File: src/efc_pkg.sv
// Shared types, codes and constants for the fly camera update block.
// Used by efc_ctrl, efc_dp and euler_fly_camera_update; no dependencies.
`timescale 1ns / 1ps

package efc_pkg;

	localparam logic [1:0] OP_MOVE = 2'd0;
	localparam logic [1:0] OP_TURN = 2'd1;
	localparam logic [1:0] OP_ZOOM = 2'd2;
	localparam logic [1:0] OP_HOME = 2'd3;

	localparam logic [2:0] DIR_FWD   = 3'd0;
	localparam logic [2:0] DIR_BACK  = 3'd1;
	localparam logic [2:0] DIR_UP    = 3'd2;
	localparam logic [2:0] DIR_DOWN  = 3'd3;
	localparam logic [2:0] DIR_LEFT  = 3'd4;
	localparam logic [2:0] DIR_RIGHT = 3'd5;

	localparam logic [1:0] REG_START_X = 2'd0;
	localparam logic [1:0] REG_START_Y = 2'd1;
	localparam logic [1:0] REG_START_Z = 2'd2;

	localparam logic [11:0] YAW_HOME    = 12'd2700;
	localparam logic [13:0] FULL_TURN   = 14'd3600;
	localparam logic [13:0] QUARTER     = 14'd900;
	localparam logic [9:0]  QUARTER_R   = 10'd900;
	localparam logic [14:0] FOV_HOME    = 15'd11520;
	localparam logic [14:0] FOV_MIN     = 15'd256;
	localparam logic [14:0] FOV_MAX     = 15'd17920;
	localparam logic [10:0] PITCH_LIMIT = 11'd890;
	localparam logic [15:0] ONE_Q14     = 16'd16384;

	localparam logic [20:0] T_SCALE_HI = 21'd1193046;
	localparam logic [21:0] T_SCALE_LO = 22'd3951998;
	localparam logic signed [31:0] POLY_TOP = 32'sd172272;

	function automatic logic signed [31:0] poly_coef(input logic [1:0] step);
		logic signed [31:0] c;
		case (step)
			2'd0: c = -32'sd5026994;
			2'd1: c = 32'sd85569305;
			2'd2: c = -32'sd693598670;
			default: c = 32'sd1686629713;
		endcase
		return c;
	endfunction

	typedef enum logic [1:0] {
		MUL_TRUNC30,
		MUL_RND14,
		MUL_RND8
	} mul_mode_t;

	typedef enum logic [4:0] {
		DP_NOP,
		DP_LOAD,
		DP_MV_VI,
		DP_MV_VW,
		DP_MV_I,
		DP_MV_W,
		DP_TN_INIT,
		DP_TN_WRAP,
		DP_ZOOM,
		DP_HOME,
		DP_SN_FOLD,
		DP_SN_T,
		DP_SN_T2I,
		DP_SN_T2W,
		DP_SN_HI,
		DP_SN_HW,
		DP_SN_YI,
		DP_SN_YW,
		DP_BS_I,
		DP_BS_W,
		DP_BS_SET,
		DP_OUT
	} dp_op_t;

	typedef enum logic [4:0] {
		ST_IDLE,
		ST_DECODE,
		ST_MV_VI,
		ST_MV_VW,
		ST_MV_I,
		ST_MV_W,
		ST_TN_INIT,
		ST_TN_WRAP,
		ST_ZOOM,
		ST_HOME,
		ST_SN_FOLD,
		ST_SN_T,
		ST_SN_T2I,
		ST_SN_T2W,
		ST_SN_HI,
		ST_SN_HW,
		ST_SN_YI,
		ST_SN_YW,
		ST_BS_I,
		ST_BS_W,
		ST_BS_SET,
		ST_DONE
	} state_t;

	typedef struct packed {
		dp_op_t     op;
		logic [1:0] idx;
		logic [1:0] step;
	} dp_cmd_t;

	typedef struct packed {
		logic [1:0] op;
		logic       dir_ok;
		logic       wrap_done;
		logic       sn_special;
	} dp_stat_t;

endpackage

File: src/efc_ctrl.sv
// Sequencer for the fly camera update: handshakes and micro-step commands.
// Depends on efc_pkg; drives efc_dp through dp_cmd_t and reads dp_stat_t.
`timescale 1ns / 1ps

module efc_ctrl import efc_pkg::*; (
	input  logic     clk,
	input  logic     arst_n,
	input  logic     in_valid,
	output logic     in_ready,
	output logic     out_valid,
	input  logic     out_ready,
	input  dp_stat_t stat,
	output dp_cmd_t  cmd
);

	state_t     state_q, state_d;
	logic [1:0] idx_q, idx_d;
	logic [1:0] step_q, step_d;
	logic       out_valid_q, out_valid_d;

	always_ff @(posedge clk or negedge arst_n) begin
		if (!arst_n) begin
			state_q     <= ST_IDLE;
			idx_q       <= 2'd0;
			step_q      <= 2'd0;
			out_valid_q <= 1'b0;
		end else begin
			state_q     <= state_d;
			idx_q       <= idx_d;
			step_q      <= step_d;
			out_valid_q <= out_valid_d;
		end
	end

	always_comb begin
		state_d     = state_q;
		idx_d       = idx_q;
		step_d      = step_q;
		out_valid_d = out_valid_q;
		cmd.op      = DP_NOP;
		cmd.idx     = idx_q;
		cmd.step    = step_q;
		in_ready    = 1'b0;
		if (out_valid_q && out_ready)
			out_valid_d = 1'b0;
		case (state_q)
			ST_IDLE: begin
				in_ready = 1'b1;
				if (in_valid) begin
					cmd.op  = DP_LOAD;
					state_d = ST_DECODE;
				end
			end
			ST_DECODE: begin
				idx_d  = 2'd0;
				step_d = 2'd0;
				case (stat.op)
					OP_MOVE: state_d = stat.dir_ok ? ST_MV_VI : ST_DONE;
					OP_TURN: state_d = ST_TN_INIT;
					OP_ZOOM: state_d = ST_ZOOM;
					default: state_d = ST_HOME;
				endcase
			end
			ST_MV_VI: begin
				cmd.op  = DP_MV_VI;
				state_d = ST_MV_VW;
			end
			ST_MV_VW: begin
				cmd.op  = DP_MV_VW;
				state_d = ST_MV_I;
			end
			ST_MV_I: begin
				cmd.op  = DP_MV_I;
				state_d = ST_MV_W;
			end
			ST_MV_W: begin
				cmd.op  = DP_MV_W;
				idx_d   = idx_q + 2'd1;
				state_d = (idx_q == 2'd2) ? ST_DONE : ST_MV_I;
			end
			ST_TN_INIT: begin
				cmd.op  = DP_TN_INIT;
				state_d = ST_TN_WRAP;
			end
			ST_TN_WRAP: begin
				cmd.op = DP_TN_WRAP;
				if (stat.wrap_done)
					state_d = ST_SN_FOLD;
			end
			ST_ZOOM: begin
				cmd.op  = DP_ZOOM;
				state_d = ST_DONE;
			end
			ST_HOME: begin
				cmd.op  = DP_HOME;
				state_d = ST_SN_FOLD;
			end
			ST_SN_FOLD: begin
				cmd.op  = DP_SN_FOLD;
				state_d = ST_SN_T;
			end
			ST_SN_T: begin
				cmd.op = DP_SN_T;
				if (stat.sn_special) begin
					idx_d   = idx_q + 2'd1;
					state_d = (idx_q == 2'd3) ? ST_BS_I : ST_SN_FOLD;
				end else begin
					state_d = ST_SN_T2I;
				end
			end
			ST_SN_T2I: begin
				cmd.op  = DP_SN_T2I;
				state_d = ST_SN_T2W;
			end
			ST_SN_T2W: begin
				cmd.op  = DP_SN_T2W;
				step_d  = 2'd0;
				state_d = ST_SN_HI;
			end
			ST_SN_HI: begin
				cmd.op  = DP_SN_HI;
				state_d = ST_SN_HW;
			end
			ST_SN_HW: begin
				cmd.op  = DP_SN_HW;
				step_d  = step_q + 2'd1;
				state_d = (step_q == 2'd3) ? ST_SN_YI : ST_SN_HI;
			end
			ST_SN_YI: begin
				cmd.op  = DP_SN_YI;
				state_d = ST_SN_YW;
			end
			ST_SN_YW: begin
				cmd.op  = DP_SN_YW;
				idx_d   = idx_q + 2'd1;
				state_d = (idx_q == 2'd3) ? ST_BS_I : ST_SN_FOLD;
			end
			ST_BS_I: begin
				cmd.op  = DP_BS_I;
				state_d = ST_BS_W;
			end
			ST_BS_W: begin
				cmd.op  = DP_BS_W;
				idx_d   = idx_q + 2'd1;
				state_d = (idx_q == 2'd3) ? ST_BS_SET : ST_BS_I;
			end
			ST_BS_SET: begin
				cmd.op  = DP_BS_SET;
				state_d = ST_DONE;
			end
			ST_DONE: begin
				if (!out_valid_q || out_ready) begin
					cmd.op      = DP_OUT;
					out_valid_d = 1'b1;
					state_d     = ST_IDLE;
				end
			end
			default: state_d = ST_IDLE;
		endcase
	end

	assign out_valid = out_valid_q;

endmodule

File: config.mk
export PLATFORM = sky130hd
export DESIGN_NAME = efc_ctrl
export DESIGN_NICKNAME = d
export VERILOG_FILES = /design/src/efc_pkg.sv /design/src/efc_ctrl.sv
export SDC_FILE = /design/constraint.sdc
export NUM_CORES = 1
export LEC_CHECK = 0
export ABC_AREA = 1
export BUFFER_PORTS_ARGS = -buffer_cell sky130_fd_sc_hd__buf_2
export CAP_MARGIN = 20
export CORE_MARGIN = 1.5
export CORE_UTILIZATION = 35
export CTS_CLUSTER_DIAMETER = 150
export CTS_CLUSTER_SIZE = 10
export DETAILED_ROUTE_END_ITERATION = 10
export GPL_TIMING_DRIVEN = 0
export PLACE_DENSITY = 0.6
export REMOVE_ABC_BUFFERS = 1
export SLEW_MARGIN = 20
export SYNTH_ARGS = -nofsm -noshare
export SYNTH_HDL_FRONTEND = slang
export SYNTH_SLANG_ARGS = --single-unit
File: constraint.sdc
create_clock -name clk -period 1.8 [get_ports clk]
set_clock_uncertainty 0.2 [all_clocks]
set_input_delay 0.36 -clock clk [delete_from_list [all_inputs] [get_ports clk]]
set_output_delay 0.36 -clock clk [all_outputs]
set_load 0.005 [all_outputs]
==> results.cfg <==
[setup_path]
critical_path.max_fanout = 7
worstSetupStartpoint = state_q[4]
cp-end-kind = output port
crit_required_ns = 1.24
crit-reg2reg-launch = state_q[4]
critical_path_class = flop to output port
critical_path_arrival_ns = 1.49
startpoint_type = flop

[synthesis]
synthCells = 159
netlist.area_leader.share_pct = 25.8
synth-warning-count = 0
postSynthAreaPerCell_sq_um = 6.10
synth-seq-cells = 10
synthesis.area_sq_um = 970
cell_type_contributing_the_most_total_cell_area_after_synthesis = dfrtp_1
post_synth_num_cell_types = 25
seq_area_frac_synth_pct = 25.8
netlist_top_cells_area = dfrtp_1, nand2_1, nand3_1

[power_and_ir_drop]
pwr-share-clk_pct = 7.4
comb_power_share_pct = 69.4
switching_share_pct = 50.6
leakagePower_uw = 0.000770
power_density_nw_per_um2 = 1500
net_switching_power_of_the_design_uw = 1040
seq_power_share_pct = 23.2
internal_power_uw = 1010
ir_worst_vdd_mv = 0.828

[place]
placed_cells_incl_taps = 205
detailed_place_hpwl_mm = 2.09
io_buffers = 19
gp_routability_congestion = 0.907

[run_status]
status = finished, violations left
violated_checks = negative setup slack

[floorplanning]
io-pin-count = 20
rows = 18
die-area_sq_um = 3100
die_w_um = 55.6
core_region_area_sq_um = 2540
floorplan.die.height_um = 55.6
initial_core_util_pct = 38.1

[global_route]
grt_overflow_total = 0
grt_max_degree = 11
grt_antenna_before_repair = 0
number_of_global_route_vias_before_repair = 1078
gr-usage-all-layers_pct = 19.8
grt_pass1_wl_mm = 4.92

[route]
vias = 1193
antenna_violating_nets_post_route = 0
drt_iter0_drc = 35
routed_via_density = 5.23
firstDrtPassIters = 4
post_drt_wl_per_cell_um = 13.7
route.detailed.drc = 0
wirelength_mm = 3.13

[layout]
layoutNonFillerInstCount = 228
finalNetCount = 212
most-common-layout-cells = nand2_1, nand3_1, buf_2
finalCoreUtilization_pct = 53.6
diodes = 0
layout-drive-gt1-share_pct = 41.4
layout_commonest_cell = nand2_1
synthToLayoutAreaGrowth_pct = 40.6

[flow_run]
max_capacitance_violation_count = 0

[clock_network]
h-tree-depth = 1
clock-root-buffer = clkbuf_4
numClockSinks = 10
clock_insertion_delay_worst_skew_ns = 0.27
clock_path_buffers = 2
cts.reportedPaths.clkPinSlew_ns = 0.06
numCtsBuffers = 3
clock_tree_from_tritoncts = done

[worst_hold_path]
holdCritStartpoint = in_valid
worst_hold_path_type = input port to flop

[sta]
report.final.slew_viol_count = 0
hold_ws_ns = 0.235
number_of_setup_violations_in_the_final_report = 5
fin_crit_sh_pct = 114
finalWorstSetupSlack_ns = -0.253
rsz_0062_raised_after_global_routing = yes
max_freq_ghz = 0.487
hold_viol_final = 0
worst_slew_pin_slew_ns = 0.234
relSlewSlack_pct = 84.4
finalCriticalPeriod_ns = 2.05
==> critical path, cell delays in order, from the launching register on <==
cell	delay [ns]
dfrtp_2	0.48
buf_4	0.17
nor2_4	0.15
nand2_2	0.08
nand2_1	0.12
a21oi_2	0.04
nand3b_1	0.07
buf_2	0.11
==> power groups by stage <==
stage	registers (uW)	clock network, uW	logic, uW
after floorplan	432	0	684
after global placement	459	0	966
after detailed placement	459	0	967
after CTS	459	151	1250
after global routing	487	163	1580
final	476	152	1420
==> routing by layer <==
layer | up-vias | wire length (um) | global-route usage, %
met3 | 7 | 146 | 2.09
met5 | - | 0 | 0
li1 | 593 | - | -
met4 | 0 | 55 | 5.23
met1 | 547 | 1440 | 25.9
met2 | 46 | 1490 | 34.5
==> stage by stage <==
step / cell area [sq um] / power (uW) / setup slack (ns) / setup TNS [ns]
3_5_place_dp: 1080 / 1430 / -0.223 / -0.375
5_1_grt: 1360 / 2230 / -0.335 / -1.19
2_1_floorplan: 950 / 1120 / 0.107 / 0
3_3_place_gp: 1080 / 1430 / -0.237 / -0.434
4_1_cts: 1290 / 1860 / -0.227 / -0.781
6_report: 1360 / 2050 / -0.253 / -0.781
==> cell type report <==
cell class | instances | area (sq um)
clock buffers | 3 | 22.5
multi-input cells | 125 | 708
repair buffers | 39 | 255
inverters | 21 | 83.8
well taps | 30 | 37.5
fillers | 263 | 1180
flip-flops and latches | 10 | 256
==> final timing paths <==
kind,to,slack [ns],depth (start not counted)
max in group asynchronous,state_q[1],0.90,2
setup reg to reg,state_q[2],0.14,7
hold / removal,state_q[3],0.23,3
min in group asynchronous,idx_q[1],0.28,2
hold reg to reg,step_q[1],0.34,2
setup / recovery,cmd[4],-0.25,7
==> repair_timing <==
item / 4_1_cts / 5_1_grt
hold buffers: 1 / 0
endpoints found under the hold margin: 10 / 0
gates resized for setup: 20 / 16
buffers inserted: 15 / 4
pin swaps: 6 / 7
setup endpoints to repair: 5 / 6
==> cells by family (layout without fill, tap and decap cells) <==
logic type | Yosys count | count (layout) | synth area share, %
simple gates | 110 | 110 | 52.4
flops | 10 | 10 | 25.8
compound gates | 12 | 12 | 7.74
buf+inv | 24 | 63 | 10.2
fa+ha+maj | 3 | 3 | 3.87
==> state kept, by name (all words and copies together), names as in the netlist <==
name	count
idx_q	2
step_q	2
state_q	5
out_valid	1
==> synth_stat cells <==
cell / instances
nand3b_1: 3
ha_1: 3
nand2_2: 3
o21ai_1: 2
nand4_1: 5
or2_2: 1
a21oi_1: 2
nor2_1: 17
dfrtp_1: 10
a2bb2oi_1: 1
o21ai_0: 3
o21a_1: 1
a21oi_2: 1
buf_2: 1
nor3_1: 1
inv_1: 18
nand2_1: 50
nor2_4: 1
o211ai_1: 2
buf_4: 2
inv_2: 3
nor2_2: 5
nand3_2: 1
nor3_2: 1
nand3_1: 22
Note: power is estimated with default switching activity, not from simulation.
