<file path="config.mk">
export PLATFORM = sky130hd
export DESIGN_NAME = efc_dp
export DESIGN_NICKNAME = d
export VERILOG_FILES = /design/src/efc_pkg.sv /design/src/efc_dp.sv
export SDC_FILE = /design/constraint.sdc
export NUM_CORES = 2
export LEC_CHECK = 0
export ABC_AREA = 1
export BUFFER_PORTS_ARGS = -buffer_cell sky130_fd_sc_hd__buf_2
export CAP_MARGIN = 25
export CORE_MARGIN = 2
export CORE_UTILIZATION = 25
export CTS_CLUSTER_SIZE = 16
export DETAILED_ROUTE_END_ITERATION = 10
export PLACE_DENSITY = 0.46
export SLEW_MARGIN = 15
export SYNTH_ARGS = -nofsm -noshare
export SYNTH_HDL_FRONTEND = slang
export SYNTH_SLANG_ARGS = --single-unit
</file>
<file path="constraint.sdc">
create_clock -name clk -period 14 [get_ports clk]
set_clock_uncertainty 0.2 [all_clocks]
set_input_delay 2.8 -clock clk [delete_from_list [all_inputs] [get_ports clk]]
set_output_delay 2.8 -clock clk [all_outputs]
set_load 0.005 [all_outputs]
</file>
<file path="src/efc_pkg.sv">
// Shared types, codes and constants for the fly camera update block.
// Used by efc_ctrl, efc_dp and euler_fly_camera_update; no dependencies.
`timescale 1ns / 1ps

package efc_pkg;

	localparam logic [1:0] OP_MOVE = 2'd0;
	localparam logic [1:0] OP_TURN = 2'd1;
	localparam logic [1:0] OP_ZOOM = 2'd2;
	localparam logic [1:0] OP_HOME = 2'd3;

	localparam logic [2:0] DIR_FWD   = 3'd0;
	localparam logic [2:0] DIR_BACK  = 3'd1;
	localparam logic [2:0] DIR_UP    = 3'd2;
	localparam logic [2:0] DIR_DOWN  = 3'd3;
	localparam logic [2:0] DIR_LEFT  = 3'd4;
	localparam logic [2:0] DIR_RIGHT = 3'd5;

	localparam logic [1:0] REG_START_X = 2'd0;
	localparam logic [1:0] REG_START_Y = 2'd1;
	localparam logic [1:0] REG_START_Z = 2'd2;

	localparam logic [11:0] YAW_HOME    = 12'd2700;
	localparam logic [13:0] FULL_TURN   = 14'd3600;
	localparam logic [13:0] QUARTER     = 14'd900;
	localparam logic [9:0]  QUARTER_R   = 10'd900;
	localparam logic [14:0] FOV_HOME    = 15'd11520;
	localparam logic [14:0] FOV_MIN     = 15'd256;
	localparam logic [14:0] FOV_MAX     = 15'd17920;
	localparam logic [10:0] PITCH_LIMIT = 11'd890;
	localparam logic [15:0] ONE_Q14     = 16'd16384;

	localparam logic [20:0] T_SCALE_HI = 21'd1193046;
	localparam logic [21:0] T_SCALE_LO = 22'd3951998;
	localparam logic signed [31:0] POLY_TOP = 32'sd172272;

	function automatic logic signed [31:0] poly_coef(input logic [1:0] step);
		logic signed [31:0] c;
		case (step)
			2'd0: c = -32'sd5026994;
			2'd1: c = 32'sd85569305;
			2'd2: c = -32'sd693598670;
			default: c = 32'sd1686629713;
		endcase
		return c;
	endfunction

	typedef enum logic [1:0] {
		MUL_TRUNC30,
		MUL_RND14,
		MUL_RND8
	} mul_mode_t;

	typedef enum logic [4:0] {
		DP_NOP,
		DP_LOAD,
		DP_MV_VI,
		DP_MV_VW,
		DP_MV_I,
		DP_MV_W,
		DP_TN_INIT,
		DP_TN_WRAP,
		DP_ZOOM,
		DP_HOME,
		DP_SN_FOLD,
		DP_SN_T,
		DP_SN_T2I,
		DP_SN_T2W,
		DP_SN_HI,
		DP_SN_HW,
		DP_SN_YI,
		DP_SN_YW,
		DP_BS_I,
		DP_BS_W,
		DP_BS_SET,
		DP_OUT
	} dp_op_t;

	typedef enum logic [4:0] {
		ST_IDLE,
		ST_DECODE,
		ST_MV_VI,
		ST_MV_VW,
		ST_MV_I,
		ST_MV_W,
		ST_TN_INIT,
		ST_TN_WRAP,
		ST_ZOOM,
		ST_HOME,
		ST_SN_FOLD,
		ST_SN_T,
		ST_SN_T2I,
		ST_SN_T2W,
		ST_SN_HI,
		ST_SN_HW,
		ST_SN_YI,
		ST_SN_YW,
		ST_BS_I,
		ST_BS_W,
		ST_BS_SET,
		ST_DONE
	} state_t;

	typedef struct packed {
		dp_op_t     op;
		logic [1:0] idx;
		logic [1:0] step;
	} dp_cmd_t;

	typedef struct packed {
		logic [1:0] op;
		logic       dir_ok;
		logic       wrap_done;
		logic       sn_special;
	} dp_stat_t;

endpackage

</file>
<file path="src/efc_dp.sv">
// Datapath of the fly camera update: camera state, shared multiplier, sine steps.
// Depends on efc_pkg; commanded by efc_ctrl.
`timescale 1ns / 1ps

module efc_dp import efc_pkg::*; (
	input  logic               clk,
	input  logic               arst_n,
	input  dp_cmd_t            cmd,
	output dp_stat_t           stat,
	input  logic [87:0]        in_data,
	input  logic [1:0]         in_user,
	input  logic signed [31:0] start_x,
	input  logic signed [31:0] start_y,
	input  logic signed [31:0] start_z,
	output logic [207:0]       out_data
);

	// item word
	logic [1:0]         op_q;
	logic [2:0]         dir_q;
	logic [15:0]        speed_q;
	logic [15:0]        dt_q;
	logic signed [15:0] xo_q;
	logic signed [15:0] yo_q;
	logic signed [15:0] zo_q;

	// camera state
	logic signed [31:0] pos_x_q, pos_y_q, pos_z_q;
	logic [11:0]        yaw_q;
	logic signed [10:0] pitch_q;
	logic [14:0]        fov_q;
	logic signed [15:0] front_x_q, front_y_q, front_z_q;
	logic signed [15:0] right_x_q, right_z_q;
	logic signed [15:0] up_x_q, up_y_q, up_z_q;

	// scratch
	logic [24:0]        vel_q;
	logic signed [16:0] ysum_q;
	logic [9:0]         qa_q;
	logic               neg_q;
	logic [30:0]        t_q;
	logic [30:0]        t2_q;
	logic signed [31:0] acc_q;
	logic signed [15:0] sy_q, cy_q, sp_q, cp_q;
	logic signed [15:0] mcc_q, msc_q, mcs_q, mss_q;
	logic [207:0]       out_q;

	// multiplier
	logic signed [31:0] mul_a, mul_b;
	mul_mode_t          mul_mode;
	logic [31:0]        mag_a, mag_b;
	logic [63:0]        prod_s1;
	logic               neg_s1;
	mul_mode_t          mode_s1;
	logic [63:0]        rnd_add, prod_rnd;
	logic [32:0]        mag_sh;
	logic signed [32:0] mul_res;

	// move
	logic signed [15:0] vec_c;
	logic               mv_neg;
	logic signed [31:0] pos_c;
	logic signed [32:0] disp;
	logic signed [33:0] psum;
	logic signed [31:0] pos_new;

	// turn and zoom
	logic signed [16:0] psum_p;
	logic signed [10:0] pitch_new;
	logic signed [16:0] fsum;
	logic [14:0]        fov_new;

	// sine fold and steps
	logic signed [13:0] ang;
	logic [13:0]        aw;
	logic [1:0]         quad;
	logic [9:0]         rr;
	logic [30:0]        t_hi;
	logic [31:0]        t_lo;
	logic [32:0]        y_pos;
	logic [32:0]        y_rnd;
	logic [15:0]        y_mag;
	logic [15:0]        sn_mag;
	logic signed [15:0] sn_val;

	assign stat.op         = op_q;
	assign stat.dir_ok     = (dir_q <= DIR_RIGHT);
	assign stat.wrap_done  = !ysum_q[16] && (ysum_q < $signed({3'd0, FULL_TURN}));
	assign stat.sn_special = (qa_q == 10'd0) || (qa_q >= QUARTER_R);

	// operand select
	always_comb begin
		case (dir_q)
			DIR_FWD, DIR_BACK: begin
				case (cmd.idx)
					2'd0: vec_c = front_x_q;
					2'd1: vec_c = front_y_q;
					default: vec_c = front_z_q;
				endcase
			end
			DIR_UP, DIR_DOWN: begin
				case (cmd.idx)
					2'd0: vec_c = up_x_q;
					2'd1: vec_c = up_y_q;
					default: vec_c = up_z_q;
				endcase
			end
			default: begin
				case (cmd.idx)
					2'd0: vec_c = right_x_q;
					2'd1: vec_c = 16'sd0;
					default: vec_c = right_z_q;
				endcase
			end
		endcase
		mv_neg = (dir_q == DIR_BACK) || (dir_q == DIR_DOWN) || (dir_q == DIR_LEFT);
	end

	always_comb begin
		mul_a    = 32'sd0;
		mul_b    = 32'sd0;
		mul_mode = MUL_TRUNC30;
		case (cmd.op)
			DP_MV_VI: begin
				mul_a    = $signed({16'd0, speed_q});
				mul_b    = $signed({16'd0, dt_q});
				mul_mode = MUL_RND8;
			end
			DP_MV_I: begin
				mul_a    = {{16{vec_c[15]}}, vec_c};
				mul_b    = $signed({7'd0, vel_q});
				mul_mode = MUL_RND14;
			end
			DP_SN_T2I: begin
				mul_a = $signed({1'b0, t_q});
				mul_b = $signed({1'b0, t_q});
			end
			DP_SN_HI: begin
				mul_a = acc_q;
				mul_b = $signed({1'b0, t2_q});
			end
			DP_SN_YI: begin
				mul_a = acc_q;
				mul_b = $signed({1'b0, t_q});
			end
			DP_BS_I: begin
				mul_mode = MUL_RND14;
				case (cmd.idx)
					2'd0: begin
						mul_a = {{16{cy_q[15]}}, cy_q};
						mul_b = {{16{cp_q[15]}}, cp_q};
					end
					2'd1: begin
						mul_a = {{16{sy_q[15]}}, sy_q};
						mul_b = {{16{cp_q[15]}}, cp_q};
					end
					2'd2: begin
						mul_a = {{16{cy_q[15]}}, cy_q};
						mul_b = {{16{sp_q[15]}}, sp_q};
					end
					default: begin
						mul_a = {{16{sy_q[15]}}, sy_q};
						mul_b = {{16{sp_q[15]}}, sp_q};
					end
				endcase
			end
			default: ;
		endcase
		mag_a = mul_a[31] ? (~mul_a + 32'd1) : mul_a;
		mag_b = mul_b[31] ? (~mul_b + 32'd1) : mul_b;
	end

	always_ff @(posedge clk) begin
		prod_s1 <= {32'd0, mag_a} * {32'd0, mag_b};
		neg_s1  <= mul_a[31] ^ mul_b[31];
		mode_s1 <= mul_mode;
	end

	always_comb begin
		case (mode_s1)
			MUL_RND14: rnd_add = 64'd8192;
			MUL_RND8:  rnd_add = 64'd128;
			default:   rnd_add = 64'd0;
		endcase
		prod_rnd = prod_s1 + rnd_add;
		case (mode_s1)
			MUL_RND14: mag_sh = prod_rnd[46:14];
			MUL_RND8:  mag_sh = prod_rnd[40:8];
			default:   mag_sh = prod_rnd[62:30];
		endcase
		mul_res = neg_s1 ? $signed(~mag_sh + 33'd1) : $signed(mag_sh);
	end

	// saturating position update
	always_comb begin
		case (cmd.idx)
			2'd0: pos_c = pos_x_q;
			2'd1: pos_c = pos_y_q;
			default: pos_c = pos_z_q;
		endcase
		disp = mv_neg ? -mul_res : mul_res;
		psum = {{2{pos_c[31]}}, pos_c} + {disp[32], disp};
		if (!psum[33] && (psum[32:31] != 2'b00))
			pos_new = 32'sh7FFF_FFFF;
		else if (psum[33] && (psum[32:31] != 2'b11))
			pos_new = 32'sh8000_0000;
		else
			pos_new = psum[31:0];
	end

	// pitch and zoom clamps
	always_comb begin
		psum_p = {{6{pitch_q[10]}}, pitch_q} + {yo_q[15], yo_q};
		if (psum_p > $signed({6'd0, PITCH_LIMIT}))
			pitch_new = $signed(PITCH_LIMIT);
		else if (psum_p < -$signed({6'd0, PITCH_LIMIT}))
			pitch_new = -$signed(PITCH_LIMIT);
		else
			pitch_new = psum_p[10:0];
		fsum = $signed({2'd0, fov_q}) + {zo_q[15], zo_q};
		if (fsum < $signed({2'd0, FOV_MIN}))
			fov_new = FOV_MIN;
		else if (fsum > $signed({2'd0, FOV_MAX}))
			fov_new = FOV_MAX;
		else
			fov_new = fsum[14:0];
	end

	// quarter-wave fold
	always_comb begin
		case (cmd.idx)
			2'd0: ang = $signed({2'b00, yaw_q});
			2'd1: ang = $signed({2'b00, yaw_q} + QUARTER);
			2'd2: ang = {{3{pitch_q[10]}}, pitch_q};
			default: ang = $signed({{3{pitch_q[10]}}, pitch_q} + QUARTER);
		endcase
		if (ang[13])
			aw = ang + FULL_TURN;
		else if (ang >= $signed(FULL_TURN))
			aw = ang - FULL_TURN;
		else
			aw = ang;
		if (aw >= 14'd2700) begin
			quad = 2'd3;
			rr   = 10'(aw - 14'd2700);
		end else if (aw >= 14'd1800) begin
			quad = 2'd2;
			rr   = 10'(aw - 14'd1800);
		end else if (aw >= QUARTER) begin
			quad = 2'd1;
			rr   = 10'(aw - QUARTER);
		end else begin
			quad = 2'd0;
			rr   = aw[9:0];
		end
	end

	// Q30 phase, final rounding to Q14
	always_comb begin
		t_hi   = {21'd0, qa_q} * {10'd0, T_SCALE_HI};
		t_lo   = {22'd0, qa_q} * {10'd0, T_SCALE_LO};
		y_pos  = mul_res[32] ? 33'd0 : mul_res;
		y_rnd  = (y_pos + 33'd32768) >> 16;
		y_mag  = (y_rnd > {17'd0, ONE_Q14}) ? ONE_Q14 : y_rnd[15:0];
		if (cmd.op == DP_SN_YW)
			sn_mag = y_mag;
		else
			sn_mag = (qa_q == 10'd0) ? 16'd0 : ONE_Q14;
		sn_val = neg_q ? -$signed(sn_mag) : $signed(sn_mag);
	end

	always_ff @(posedge clk) begin
		case (cmd.op)
			DP_LOAD: begin
				op_q    <= in_user;
				dir_q   <= in_data[2:0];
				speed_q <= in_data[18:3];
				dt_q    <= in_data[34:19];
				xo_q    <= in_data[50:35];
				yo_q    <= in_data[66:51];
				zo_q    <= in_data[82:67];
			end
			DP_MV_VW:   vel_q <= mul_res[24:0];
			DP_TN_INIT: ysum_q <= $signed({5'd0, yaw_q}) + {xo_q[15], xo_q};
			DP_TN_WRAP: begin
				if (ysum_q[16])
					ysum_q <= ysum_q + $signed({3'd0, FULL_TURN});
				else if (!stat.wrap_done)
					ysum_q <= ysum_q - $signed({3'd0, FULL_TURN});
			end
			DP_SN_FOLD: begin
				qa_q  <= quad[0] ? (QUARTER_R - rr) : rr;
				neg_q <= quad[1];
			end
			DP_SN_T: t_q <= t_hi + {22'd0, t_lo[31:23]};
			DP_SN_T2W: begin
				t2_q  <= mul_res[30:0];
				acc_q <= POLY_TOP;
			end
			DP_SN_HW: acc_q <= poly_coef(cmd.step) + mul_res[31:0];
			DP_BS_W: begin
				case (cmd.idx)
					2'd0: mcc_q <= mul_res[15:0];
					2'd1: msc_q <= mul_res[15:0];
					2'd2: mcs_q <= mul_res[15:0];
					default: mss_q <= mul_res[15:0];
				endcase
			end
			DP_OUT: out_q <= {1'b0, fov_q, up_z_q, up_y_q, up_x_q,
				front_z_q, front_y_q, front_x_q, pos_z_q, pos_y_q, pos_x_q};
			default: ;
		endcase
		if ((cmd.op == DP_SN_YW) || ((cmd.op == DP_SN_T) && stat.sn_special)) begin
			case (cmd.idx)
				2'd0: sy_q <= sn_val;
				2'd1: cy_q <= sn_val;
				2'd2: sp_q <= sn_val;
				default: cp_q <= sn_val;
			endcase
		end
	end

	always_ff @(posedge clk or negedge arst_n) begin
		if (!arst_n) begin
			pos_x_q   <= 32'sd0;
			pos_y_q   <= 32'sd0;
			pos_z_q   <= 32'sd0;
			yaw_q     <= YAW_HOME;
			pitch_q   <= 11'sd0;
			fov_q     <= FOV_HOME;
			front_x_q <= 16'sd0;
			front_y_q <= 16'sd0;
			front_z_q <= -$signed(ONE_Q14);
			right_x_q <= $signed(ONE_Q14);
			right_z_q <= 16'sd0;
			up_x_q    <= 16'sd0;
			up_y_q    <= $signed(ONE_Q14);
			up_z_q    <= 16'sd0;
		end else begin
			case (cmd.op)
				DP_MV_W: begin
					case (cmd.idx)
						2'd0: pos_x_q <= pos_new;
						2'd1: pos_y_q <= pos_new;
						default: pos_z_q <= pos_new;
					endcase
				end
				DP_TN_INIT: pitch_q <= pitch_new;
				DP_TN_WRAP: begin
					if (stat.wrap_done)
						yaw_q <= ysum_q[11:0];
				end
				DP_ZOOM: fov_q <= fov_new;
				DP_HOME: begin
					pos_x_q <= start_x;
					pos_y_q <= start_y;
					pos_z_q <= start_z;
					yaw_q   <= YAW_HOME;
					pitch_q <= 11'sd0;
				end
				DP_BS_SET: begin
					front_x_q <= mcc_q;
					front_y_q <= sp_q;
					front_z_q <= msc_q;
					right_x_q <= -sy_q;
					right_z_q <= cy_q;
					up_x_q    <= -mcs_q;
					up_y_q    <= cp_q;
					up_z_q    <= -mss_q;
				end
				default: ;
			endcase
		end
	end

	assign out_data = out_q;

endmodule

</file>
==> flow_summary.json <==
{
  "outcome": "finished clean",
  "port_buffers": 403,
  "row_count": 215,
  "critPathMaxStageDelay_ns": 0.63,
  "hold_viol_final": 0,
  "drtAntennaViolNets": 0,
  "die_w_um": 590.5,
  "power.leakage_uw": 0.04733,
  "core_area_sq_um": 342700,
  "clock_sinks": 888,
  "synth-seq-area-share_pct": 28.82,
  "ios": 410,
  "clkTransAtPathRegs_ns": 0.06,
  "antenna_found_initial": 46,
  "grt_max_degree": 125,
  "clkLatencyLatePin_ns": 0.74,
  "h-tree-depth": 3,
  "wirelength_mm": 316.1,
  "slowest_stage": "fa_1",
  "busiest_layer": "met2",
  "hold_class": "register to register",
  "mostFrequentLayoutCell": "nand2_1",
  "cp_max_fo": 5,
  "cts_tree": "done",
  "clockBufferDepth": 3,
  "final.setup.tns_ns": 0,
  "grtUsageTotal_pct": 18.11,
  "grt_pass1_vias": 70040,
  "cts_made_buffers": 94,
  "vias": 69730,
  "maxCapViolCount": 0,
  "grt_use_met1_pct": 25.39,
  "setup_viol": 0,
  "synth_cells": 9979,
  "relSlewSlack_pct": 28.48,
  "syn_area_per_cell_sq_um": 8.616,
  "area_growth_pct": 17.07,
  "synth_edf_count": 567,
  "fin_area_sq_um": 100700,
  "synth_ff_type": "edfxtp_1",
  "fin_crit_ns": 13.26,
  "grt_pass1_wl_mm": 471.8,
  "synth_cell_types": 82,
  "path_buf_inv": 13,
  "dp_hpwl_mm": 257.5,
  "grt_overflow": 0,
  "root_buffer": "clkbuf_16",
  "start_util_pct": 25.09,
  "yosys_warnings": 0,
  "postCtsSetupRepairBufs": 0,
  "vias_per_cell": 4.544,
  "post_drt_wl_per_cell_um": 20.60,
  "gp_congestion": 0.9048,
  "critical_path_class": "primary input to register",
  "placed_area_sq_um": 97180,
  "syn_area_sq_um": 85980,
  "synthArstFlopShare_pct": 29.50,
  "drive_gt1_share_pct": 12.21,
  "rsz0062_at_grt": "false",
  "final_cell_mix": "2084 x nand2_1, 1740 x inv_1, 1062 x nor2_1, 999 x fa_1, 578 x ha_1",
  "tightest_slew_ns": 1.065,
  "worstPathRequired_ns": 14.36,
  "grt_use_met3_pct": 2.149,
  "drt_pass1_iterations": 6,
  "path_delay_family": "adder cells",
  "cp_common_cell": "inv_1",
  "fmax_mhz": 75.42,
  "ir_worst_vdd_mv": 0.09970,
  "drc": 0,
  "utilization_pct": 29.37,
  "finalCritPeriodShare_pct": 94.71,
  "design.die.area_sq_um": 348600,
  "fin_nets": 12470,
  "use_met2_pct": 29.48,
  "powerDensity_nw_per_um2": 128.9,
  "startpoint_type": "primary input",
  "slew_violations": 0,
  "drt-initial-drc-count": 5757,
  "critPathCaptureType": "register",
  "die_h_um": 590.5,
  "synth_seq_cells": 888,
  "crit_arrival_ns": 13.62
}
routing by layer:
| layer | wire length, um | vias to the layer above |
|---|---|---|
| met1 | 144300 | 34690 |
| met2 | 146200 | 1789 |
| met5 | 67 | - |
| met3 | 16580 | 353 |
| li1 | - | 32890 |
| met4 | 8879 | 10 |
synth_stat cells (13+ instances only):
cell type / instances / area share, %
a221oi_1: 26 / 0.26
fa_1: 999 / 23
nand3b_1: 22 / 0.19
nor3_1: 59 / 0.34
xnor2_1: 99 / 1.0
edfxtp_1: 567 / 20
xor2_1: 202 / 2.1
dfstp_2: 13 / 0.40
o22ai_1: 40 / 0.29
buf_1: 32 / 0.14
nor2_4: 20 / 0.26
o21a_1: 20 / 0.17
inv_1: 1746 / 7.6
nand2_2: 54 / 0.39
or2_2: 23 / 0.17
o211ai_1: 28 / 0.24
a21o_1: 19 / 0.17
o31ai_1: 16 / 0.14
nor2_2: 23 / 0.17
inv_2: 26 / 0.11
buf_2: 28 / 0.16
o21ai_1: 14 / 0.081
nand3_2: 17 / 0.20
nand4_1: 102 / 0.74
nand2_1: 2084 / 9.1
nor2_1: 1075 / 4.7
a21oi_1: 473 / 2.8
a22oi_1: 24 / 0.21
o21bai_1: 46 / 0.40
a211oi_1: 16 / 0.14
a31oi_1: 22 / 0.16
dfxtp_1: 59 / 1.4
clkinv_1: 21 / 0.092
o21ai_0: 353 / 2.1
dfrtp_1: 249 / 7.2
a22o_1: 21 / 0.21
clkbuf_1: 248 / 1.1
ha_1: 578 / 8.4
nand3_1: 382 / 2.2
timing repair:
action | in CTS | in global routing
endpoints found under the hold margin | 0 | 0
endpoints found under the setup margin | 0 | 3
gates resized for setup | 0 | 6
hold buffers | 0 | 0
cell type report:
| type | instances | area, sq um |
|---|---|---|
| fill | 36980 | 242100 |
| timing repair buffer | 907 | 6523 |
| inverter | 1793 | 6730 |
| antenna | 14 | 35.03 |
| clock inverter | 49 | 593.1 |
| tap | 4557 | 5702 |
| multi-input combinational | 7008 | 53510 |
| clock buffer | 129 | 2785 |
| sequential | 888 | 24780 |
report_power, final:
part           leakage, uW  internal (uW)  total [uW]  switching, uW
sequential         0.00872           3350        3740            390
clock              0.00166           1530        2710           1180
combinational       0.0370           2330        6530           4200
total               0.0473           7210       13000           5770
worst paths after layout:
path                       startpoint             to  slack [ns]  depth (start not counted)
setup / recovery               cmd[5]    prod_s1[60]        0.74                         57
max in group asynchronous      arst_n  front_z_q[11]        9.61                          3
hold reg to reg             msc_q[15]  front_z_q[15]        0.21                          2
min in group asynchronous      arst_n    pos_y_q[10]        1.91                          1
setup reg to reg             dir_q[2]    prod_s1[60]        2.04                         53
hold / removal              msc_q[15]  front_z_q[15]        0.21                          2
kinds of logic (layout without fill, tap and decap cells):
group	after synthesis	count (layout)	synth area share, %
AOI/OAI and AO/OA	1177	1177	7.934
adders and majority gates	1577	1577	31.67
and+or+nand+nor	3917	3917	19.06
buffers and inverters	2113	2878	9.368
other	2	46	0.008734
xor gates and xnor gates	305	305	3.142
DFF	888	888	28.82
worst min-delay path, delay by kind of cell (launching register included):
kind / cells / cell delay, ns
flip-flops: 1 / 0.32
AND/OR/NAND/NOR: 2 / 0.10
metrics by stage:
| step | cells | power (uW) | hold slack [ns] | setup WS [ns] |
|---|---|---|---|---|
| after floorplan | 10010 | 7991 | 0.2184 | 1.183 |
| after global placement | 15150 | 10260 | 0.2230 | -0.2034 |
| after detailed placement | 15150 | 10280 | 0.2269 | -0.2223 |
| after CTS | 15330 | 13060 | 0.2075 | 0.4677 |
| after global routing | 15340 | 14020 | 0.2404 | 0.02572 |
| final | 15350 | 12980 | 0.2148 | 0.7405 |
flip-flops by register name, indices dropped and copies added (netlist names), 17 cells and up:
register  flops
ysum_q       17
prod_s1      56
pos_y_q      32
pos_x_q      32
pos_z_q      32
vel_q        25
t2_q         31
t_q          31
out_data    207
acc_q        32
Power figures use the tool's default switching activity.
